### config.mk
export PLATFORM = sky130hd
export DESIGN_NAME = csm_out_buf
export DESIGN_NICKNAME = d
export VERILOG_FILES = /design/src/sv/csm_out_buf.sv
export SDC_FILE = /design/constraint.sdc
export NUM_CORES = 1
export LEC_CHECK = 0
export BUFFER_PORTS_ARGS = -buffer_cell sky130_fd_sc_hd__buf_4
export CAP_MARGIN = 25
export CORE_UTILIZATION = 52
export DETAILED_ROUTE_END_ITERATION = 7
export PLACE_DENSITY = 0.79
export SYNTH_ARGS = -nofsm -noshare
export SYNTH_HDL_FRONTEND = slang
export SYNTH_SLANG_ARGS = --single-unit
### constraint.sdc
create_clock -name aclk -period 3.5 [get_ports aclk]
set_clock_uncertainty 0.05 [all_clocks]
set_input_delay 0.175 -clock aclk [delete_from_list [all_inputs] [get_ports aclk]]
set_output_delay 0.175 -clock aclk [all_outputs]
set_load 0.005 [all_outputs]
### src/sv/csm_out_buf.sv
// Two-word result queue that decouples the update pipeline from m_tready.
// Uses no package items; instantiated by column_scatter_max_argmax.
`default_nettype none

module csm_out_buf #(
    parameter int WIDTH = 50
) (
    input  wire logic             aclk,
    input  wire logic             aresetn,
    input  wire logic             push,
    input  wire logic [WIDTH-1:0] push_data,
    output logic                  out_valid,
    input  wire logic             out_ready,
    output logic      [WIDTH-1:0] out_data,
    output logic      [1:0]       count
);

    logic [WIDTH-1:0] entry_reg [2];
    logic             wr_ptr_reg;
    logic             wr_ptr_next;
    logic             rd_ptr_reg;
    logic             rd_ptr_next;
    logic [1:0]       count_reg;
    logic [1:0]       count_next;
    logic             pop;

    assign out_valid = (count_reg != 2'd0);
    assign pop       = out_valid && out_ready;
    assign out_data  = entry_reg[rd_ptr_reg];
    assign count     = count_reg;

    // Pointer and occupancy update.
    always_comb begin
        wr_ptr_next = push ? ~wr_ptr_reg : wr_ptr_reg;
        rd_ptr_next = pop ? ~rd_ptr_reg : rd_ptr_reg;
        count_next  = count_reg + {1'b0, push} - {1'b0, pop};
    end

    always_ff @(posedge aclk) begin
        if (!aresetn) begin
            wr_ptr_reg <= 1'b0;
            rd_ptr_reg <= 1'b0;
            count_reg  <= 2'd0;
        end else begin
            wr_ptr_reg <= wr_ptr_next;
            rd_ptr_reg <= rd_ptr_next;
            count_reg  <= count_next;
        end
    end

    // Payload storage needs no reset.
    always_ff @(posedge aclk) begin
        if (push) begin
            entry_reg[wr_ptr_reg] <= push_data;
        end
    end

endmodule

`default_nettype wire

## Yosys cells after proc, flatten, opt, wreduce, memory -nomap -nowiden

Memory sizes are Yosys's and may differ from the RTL's. A register that Yosys moved wholly into a read port is not among the register bits.
Index checks and enable logic that the tools add are counted.

- Bits in registers: 4
- Memory bits (writable): 100
- Input port bits: 54
- Word-level logic and storage cells: 14
- Memories kept: 1

Memories:

| memory | words | bits a word | rd ports | clocked after memory_dff | write ports | RTL line | RTL |
|---|---|---|---|---|---|---|---|
| entry_reg | 2 | 50 | 1 | 1 | 1 | 18 | `logic [WIDTH-1:0] entry_reg [2];` |

- $add $sub $neg: 2
- Muxes and demuxes: 4
- Bitwise gates (word level): 2
- Reductions and logical operators: 2

Operator list:

| cell | count |
|---|---|
| $mux W1 | 4 |
| $add A2 B1 Y2 | 1 |
| $not A1 Y1 | 2 |
| $reduce_bool A2 Y1 | 1 |
| $sub A2 B1 Y2 | 1 |
| $logic_and A1 B1 Y1 | 1 |

## Logic depth before layout (Yosys ltp)

Gate-level depths: netlist of run 1.

- Depth in word-level cells: 4
- Gate-level depth with buffers: 6

## Worst setup path before layout of run 1

OpenSTA, ideal clock, no wires.

- Path type: register to register
- Start: reg wr_ptr_reg
- End: mem entry_reg[0][0], enable pin
- Library setup time: 0.465 ns
- Arrival time: 2.562 ns
- Required time: 2.985 ns
- Path slack: 0.423 ns
- Cell stages (with the launch flop): 2
- Path buffers: 0
- Period minus slack after synthesis: 3.077 ns
- Cells stage by stage: dfxtp_1 -> nor2b_1

RTL lines:

| what | RTL line | RTL |
|---|---|---|
| start: declaration | 19 | `logic wr_ptr_reg;` |
| start signal: assignment | 45 | `wr_ptr_reg <= wr_ptr_next;` |
| end: declaration | 18 |  |

No word-level cell before the write port.

==> out/qor.csv, run 1 <==
metric,value,unit
status,"complete, but fails checks",
failed_checks,DRC,
avgSynthCellArea,23.05,µm²
antenna_cells,0,
htree_num_levels,3,
numCtsBuffers,9,
start_util,53.37,%
setup_tns,0,ps
grt.total_usage,18.19,%
fin_total_pwr,2.977,mW
maxCapViolCount,0,
clkLatencyLatePin,360,ps
setup_violations,0,
io_buffers,106,
clock_sinks,105,
grt_pass1_wl,11130,µm
dieArea,8249,µm²
layout_min_cycle_time,2095,ps
synth-seq-cells,105,
clk_pin_slew,100,ps
antenna_found_initial,0,
finalCoreUtilization,73.36,%
drtIter0Drc,63,
wl,7094,µm
ctsHoldBuffers,51,
rr_startpoint,wr_ptr_reg$_SDFFE_PN0P_,
worst-path-buf-inv,1,
fin_ws,1405,ps
worstPathArrival,1870,ps
wl_per_cell,15.76,µm
grt_max_degree,51,
cts_setup_buffers,0,
p_leak,2.233,nW
worstPathCellList,mux2_4 -> buf_4,
die_x,90.83,µm
vias,2130,
rsz0062_at_grt,false,
root_buffer,clkbuf_8,
clock.fmax,0.4774,GHz
drc,1,
ir_drop,0.4979,mV
drive_gt1_share,51.44,%
rows,32,
crit_type,flip-flop to primary output,
area_growth,37.45,%
clk_path_buf_depth,2,
critPathLaunchType,flip-flop,
antenna_left,0,
slowest_stage,dfxtp_4,
netlist_area,4103,µm²
fin_nets,399,
core_area,7687,µm²
largest_register_ffs,100,
slew_violations,0,
dp_hpwl,4016,µm
overflow,0,
vias_per_cell,4.733,
n_fill_cell,464,
cpPeakStageDelay,980,ps
p_per_area,527.8,nW/µm²
routabilityCongestion,0.6844,
dp_slack,1633,ps
ios,107,
cts_tree,done,
synth_nets,234,
max_slew_margin,37.59,%
postSynthCellCount,178,
yosys_warnings,0,
grt_pass1_vias,2288,
worstMarginPinSlew,936.1,ps
worstHoldStart,push,
die_height,90.83,µm
min_path_type,primary input to flip-flop,
cp_top_family,flip-flops,
worst_hold_slack,117.9,ps
drt_first_pass_iters,6,
cts_resized,0,
critical_path.max_fanout,50,
crit_required,3270,ps
hold_viol,0,
yosysUniqueCellTypes,15,
period_share,59.85,%
ys_seq_area_share,75.63,%
critPathCaptureType,primary output,
-- cell type report --
cell class / instances / area, µm² / share of cell area (%)
sequential: 105 / 3107 / 55.09
timing repair buffer: 160 / 1329 / 23.56
clock inverter: 7 / 55.05 / 0.9763
multi-input combinational: 65 / 889.6 / 15.78
clock buffer: 9 / 123.9 / 2.197
tap: 102 / 127.6 / 2.263
inverter: 2 / 7.507 / 0.1331
-- synth_stat cells (all sizes together) --
cell	number	area [µm²]
nand2b	1	6.260
buf	6	111.4
mux2	50	750.7
nand2	1	3.750
o21a	2	15.01
edfxtp	100	3003
mux2i	2	20.02
and2	2	12.51
ha	2	25.02
dfxtp	5	100.1
xnor3	1	22.52
inv	2	7.510
nor2b	3	18.77
or2	1	6.260
-- final timing paths --
kind,to,slack (ps),depth (start not counted)
worst min-delay path,wr_ptr_reg$_SDFFE_PN0P_,120,3
worst max register to register,entry_reg[1][44]$_DFFE_PP_,1650,2
worst max-delay path,out_data[0],1410,2
worst min register to register,flip-flop,440,2
-- cells in the final DEF, fill, tap and decap left out, drive strengths merged, types with 3 or more instances in the layout --
cell	netlist	final
edfxtp	100	100
inv	2	4
dfxtp	5	5
mux2	50	50
clkbuf	0	9
dlygate4sd3	0	51
nor2b	3	3
clkinvlp	0	4
buf	6	109
-- metrics by stage --
step                      instance area, µm²  instances
after floorplan                         4103        178
after global placement                  4950        383
after detailed placement                4950        383
after CTS                               5639        450
after global routing                    5639        450
final                                   5639        450
-- worst min-delay path, stage by stage --
cell     delay, ps
buf_4          100
nor2b_1         40
o21a_1         160
-- kinds of logic (layout without fill, tap and decap cells) --
kind of cell | after synthesis | in the layout | synth area share, %
buffers and inverters | 8 | 178 | 2.897
adders and majority gates | 2 | 2 | 0.6098
DFF | 105 | 105 | 75.63
AOI/OAI and AO/OA | 2 | 2 | 0.3659
xor gates and xnor gates | 1 | 1 | 0.5489
and+or+nand+nor | 8 | 8 | 1.159
muxes | 52 | 52 | 18.79
-- layer usage --
metal | part of all wire (%) | global-route usage [%] | vias up
met5 | 0 | 0 | -
met4 | 2.2 | 9.921 | 0
met3 | 3.8 | 3.367 | 14
met2 | 55 | 32.89 | 61
met1 | 39 | 20.16 | 1035
li1 | - | - | 1020
-- power breakdown --
group          internal [mW]  leakage [nW]  switching (mW)
clock network          0.265        0.0798           0.422
registers               1.46         0.981           0.122
logic                  0.512          1.17           0.193
(Power assumes the default switching activity.)
==> inputs of run 2 (changes only) <==
ABC_AREA = 1   (was default)
clock period = 2.1 ns   (was 3.5 ns; I/O delays follow)
==> run 2 against run 1 <==
Against the previous run: final area is 1.3% higher; global-route usage is 0.12 points higher; largest cell class unchanged; largest power group unchanged; power grew 65%; the run now ends clean; highest routed layer unchanged; sequential power rose by 60%; critical path type unchanged; core utilization grew 0.94 points.
==> out/qor.csv, run 2 <==
metric,value,unit
status,"complete, no violations",
vias_per_cell,4.753,
ys_seq_area_share,75.70,%
dp_slack,620.8,ps
rsz0062_at_grt,false,
met3_usage,4.461,%
die_x,90.79,µm
grt_pass1_vias,2322,
wl_per_cell,15.25,µm
multiInputGateArea,862.1,µm²
layout_commonest_cell,buf_4,
grt_max_degree,34,
drt_first_pass_iters,4,
clock_power_share,21.8,%
ios,107,
start_util,53.32,%
drtIter0Drc,80,
grt_use_met2,32.13,%
numCtsBuffers,9,
setup_violations,0,
rows,32,
ys_async_sr_fraction,0,%
crit_type,flip-flop to primary output,
yosysUniqueCellTypes,11,
postSynthCellCount,191,
critPathCaptureType,primary output,
area_growth,39.35,%
fin_nets,418,
slowest_stage,dfxtp_4,
slew_violations,0,
busiest_layer,met2,
clkLatencyLatePin,340,ps
grt.total_usage,18.30,%
clock.fmax,0.5440,GHz
period_share,87.54,%
antenna_cells,0,
use_met1,21.29,%
synth_top_area_share,73.26,%
largest_register_ffs,100,
avgSynthCellArea,21.46,µm²
cts_tree,done,
cpPeakStageDelay,590,ps
routabilityCongestion,0.7603,
drive_gt1_share,49.05,%
htree_num_levels,3,
clock_sinks,105,
clk_pin_slew,90,ps
crit_required,1950,ps
antenna_left,0,
root_buffer,clkbuf_8,
worstPathCellList,buf_4 -> mux2_4 -> buf_4,
yosysMostFrequentCell,edfxtp_1,
core_area,7687,µm²
switching_share,24.53,%
p_int,3.696,mW
hold_viol,0,
synth_nets,247,
synth_area_leaders,"edfxtp_1 (73%), mux2_4 (18%), buf_12 (2.4%), dfxtp_1 (2.4%), nor2_1 (0.82%)",
dp_hpwl,4414,µm
layout_min_cycle_time,1838,ps
maxCapViolCount,0,
pwr-share-comb,26.2,%
antenna_found_initial,0,
p_per_area,857.5,nW/µm²
final-seq-area,3107,µm²
critPathLaunchType,flip-flop,
yosysTopAreaCell,edfxtp_1,
drc,0,
power_switching,1.201,mW
io_buffers,106,
max_slew_margin,62.49,%
wl,7150,µm
synth_common_cells,"edfxtp_1 (100), mux2_4 (50), nor2_1 (9)",
min_path_type,primary input to flip-flop,
critical_path.max_fanout,19,
clk_path_buf_depth,2,
netlist_area,4099,µm²
worstMarginPinSlew,561.3,ps
power_frac_seq,52.0,%
finalCoreUtilization,74.30,%
n_fill_cell,487,
yosys_warnings,0,
grt_pass1_wl,11200,µm
cts_resized,0,
crit_path_frequent_cell,buf_4,
dieArea,8242,µm²
p_leak,2.302,nW
synth-seq-cells,105,
worstPathArrival,1680,ps
layout_common_cells,"buf_4 (110), edfxtp_1 (100), dlygate4sd3_1 (53)",
setup_tns,0,ps
ys.flop_type,edfxtp_1,
ir_drop,0.5852,mV
vias,2229,
synth_edf_count,100,
die_height,90.79,µm
overflow,0,
fin_ws,261.8,ps
[run 2: changes by cell type in the layout (fill, tap and decap cells not counted), moves of 2 or more]
cell	change
nor2b_1	-2
clkinvlp_4	-2
mux2i_1	-2
dlygate4sd3_1	+2
buf_12	+3
clkinv_1	+2
nor2_1	+8
nand2_1	+7
o21a_1	-2
inv_1	+5
nand3_1	+2
[run 2: worst max-delay path: cells and delay by family (launching register included)]
kind | cells | cell delay, ps
buf+inv | 2 | 420
flops | 1 | 590
mux | 1 | 320
[run 2: final cells by class]
type,instances,share of cell area [%]
clock buffer,9,2.169
sequential,105,54.39
tap,102,2.234
clock inverter,7,0.7886
multi-input combinational,72,15.09
timing repair buffer,166,24.80
inverter,8,0.5257
[run 2: cells by family after synthesis]
logic type,after synthesis,share of synthesized area [%]
flip-flops,105,75.70
multiplexers,50,18.32
AND/OR/NAND/NOR,19,1.801
buffers and inverters,14,3.449
adder cells (fa/ha/maj),2,0.6104
AO/OA/AOI/OAI,1,0.1220
[run 2: final timing paths]
check | startpoint | end | slack [ps] | cells past startpoint
setup reg to reg | count[1]$_SDFF_PN0_ | count[1]$_SDFF_PN0_ | 570 | 8
hold / removal | push_data[34] | entry_reg[1][34]$_DFFE_PP_ | 430 | 2
setup / recovery | flip-flop | out_data[43] | 260 | 3
hold reg to reg | rd_ptr_reg$_SDFFE_PN0P_ | rd_ptr_reg$_SDFFE_PN0P_ | 470 | 2
[run 2: per-stage QoR]
step / total power, mW / area (µm²) / std cells / hold slack [ps]
2_1_floorplan: 3.344 / 4106 / 191 / 148.5
3_3_place_gp: 3.767 / 5012 / 400 / 239.5
3_5_place_dp: 3.801 / 5012 / 400 / 242.6
4_1_cts: 4.943 / 5712 / 469 / 406.6
5_1_grt: 5.140 / 5712 / 469 / 405.2
6_report: 4.898 / 5712 / 469 / 425.0
[run 2: power by group through the flow]
stage	clock (mW)	combinational, mW	sequential [mW]
after floorplan	0	0.817	2.53
after global placement	0	1.18	2.59
after detailed placement	0	1.20	2.60
after CTS	1.10	1.29	2.55
after global routing	1.19	1.39	2.56
final	1.07	1.28	2.55
[run 2: repair_timing]
action / CTS / global route
buffers inserted: 0 / 0
hold endpoints to repair: 105 / 0
hold buffers: 53 / 0
[run 2: layer usage]
metal	part of all wire, %	vias up	wire (µm)
met5	0	-	0
met4	2.1	0	149
met3	4.9	14	347
met2	53	75	3754
met1	41	1075	2897
li1	-	1065	-
==> inputs of run 3 (changes only) <==
PLACE_DENSITY = 0.85   (was 0.79)
RECOVER_POWER = 50   (was default)
==> run 3 against run 2 <==
Against the previous run: hold slack got worse by 410 ps; combinational power fell by 3%; non-clock buffer count fell by 2; the run now ends with DRC left; sequential power barely moved; power rose by 5.8%; clock-buffer cell count did not move; sequential share of layout area rose by 0.20 points; worst setup slack improved by 16 ps; flip-flop and latch count did not move; cell count fell by 0.64%.
==> out/qor.csv, run 3 (same netlist as run 2, synthesis figures left out) <==
metric,value,unit
power_switching,1.163,mW
start_util,53.32,%
clock_power_share,26.9,%
rows,32,
routabilityCongestion,0.7048,
wl,7323,µm
io_buffers,106,
clk_pin_slew,90,ps
area_growth,38.83,%
critPathLaunchType,flip-flop,
worstPathCellList,buf_12 -> mux2_4 -> buf_4,
drc,1,
antenna_found_initial,0,
overflow,0,
setup_violations,0,
stdcell_count,466,
clkLatencyLatePin,340,ps
cts_tree,done,
ios,107,
root_buffer,clkbuf_8,
numCtsBuffers,9,
layout_common_cells,"edfxtp_1 (100), buf_4 (54), dlygate4sd3_1 (52)",
die_height,90.79,µm
grt_max_degree,33,
grt_pass1_wl,11170,µm
antenna_left,0,
period_share,86.77,%
setup_tns,0,ps
ir_drop,0.7086,mV
numPlacedInstances,399,
cpPeakStageDelay,560,ps
clk_path_buf_depth,2,
largest_register_ffs,100,
htree_num_levels,3,
grt.total_usage,18.27,%
min_path_type,primary input to flip-flop,
max_slew_margin,50.53,%
wl_per_cell,15.71,µm
hold_viol,0,
cp_top_family,flip-flops,
antenna_cells,0,
power_frac_seq,49.0,%
critPathCaptureType,primary output,
p_per_area,910.8,nW/µm²
worstPathArrival,1670,ps
crit_type,flip-flop to primary output,
p_int,4.020,mW
fin_nets,416,
worstHoldStart,out_ready,
pwr-share-comb,24.0,%
worstMarginPinSlew,741.3,ps
worst-path-buf-inv,2,
dp_hpwl,4580,µm
slew_violations,0,
slowest_stage,dfxtp_4,
drt_first_pass_iters,7,
rsz0062_at_grt,false,
worst_hold_slack,17.29,ps
vias_per_cell,4.766,
rr_startpoint,wr_ptr_reg$_SDFFE_PN0P_,
failed_checks,DRC,
grt_pass1_vias,2331,
core_area,7687,µm²
p_leak,2.263,nW
dieArea,8242,µm²
die_x,90.79,µm
critical_path.max_fanout,26,
switching_share,22.43,%
vias,2221,
drive_gt1_share,44.78,%
clock.fmax,0.5488,GHz
status,"complete, but fails checks",
layout_commonest_cell,edfxtp_1,
crit_required,1950,ps
cts_setup_buffers,0,
drtIter0Drc,58,
layout_min_cycle_time,1822,ps
maxCapViolCount,0,
clock_sinks,105,
[run 3: cell types whose count changed in the layout (fill, tap and decap cells not counted), sizes merged]
cell / previous run / this run
bufinv: 0 / 3
dlygate4sd3: 53 / 52
inv: 9 / 8
clkinv: 4 / 2
buf: 113 / 57
clkinvlp: 2 / 1
clkbuf: 9 / 64
[run 3: what timing repair did]
action,in CTS,in global routing
endpoints found under the hold margin,105,0
hold buffers,52,0
gates resized for setup,0,0
[run 3: worst min-delay path: stages]
cell and delay, ps:
buf_4 90, nand3_1 70, nand2_1 70, nor2_1 40
[run 3: cell type report]
cell class / instances / area [µm²]
Sequential cell: 105 / 3107
Fill cell: 461 / 1997
Timing Repair Buffer: 164 / 1340
Multi-Input combinational cell: 72 / 854.6
Tap cell: 102 / 127.6
Clock buffer: 9 / 123.9
Clock inverter: 6 / 107.6
Inverter: 8 / 30.03
[run 3: final timing paths]
path,end,slack (ps),depth (start not counted)
setup / recovery,out_data[17],280,3
hold / removal,flip-flop,20,4
setup reg to reg,entry_reg[1][6]$_DFFE_PP_,520,3
hold reg to reg,wr_ptr_reg$_SDFFE_PN0P_,460,2
[run 3: per-stage QoR]
step / utilization [%] / power [mW] / cell area (µm²) / setup slack, ps
floorplan: - / 3.344 / 4106 / 207.5
global placement: 65.10 / 3.748 / 5005 / 656.8
detailed placement: 65.10 / 3.778 / 5005 / 652.1
CTS: 74.89 / 5.243 / 5757 / 261.9
global route: 74.02 / 5.383 / 5690 / 208.0
finish: 74.02 / 5.183 / 5690 / 277.9
[run 3: power groups by stage]
stage	logic [mW]	registers, mW	clock network, mW
2_1_floorplan	0.817	2.53	0
3_3_place_gp	1.17	2.58	0
3_5_place_dp	1.19	2.59	0
4_1_cts	1.27	2.54	1.43
5_1_grt	1.33	2.56	1.50
6_report	1.24	2.54	1.40
[run 3: layer usage]
metal	vias to the layer above	wire length (µm)	track usage, %
met4	0	159	7.540
li1	1062	-	-
met5	-	0	0
met2	81	4062	34.91
met1	1062	2753	19.54
met3	16	349	3.451
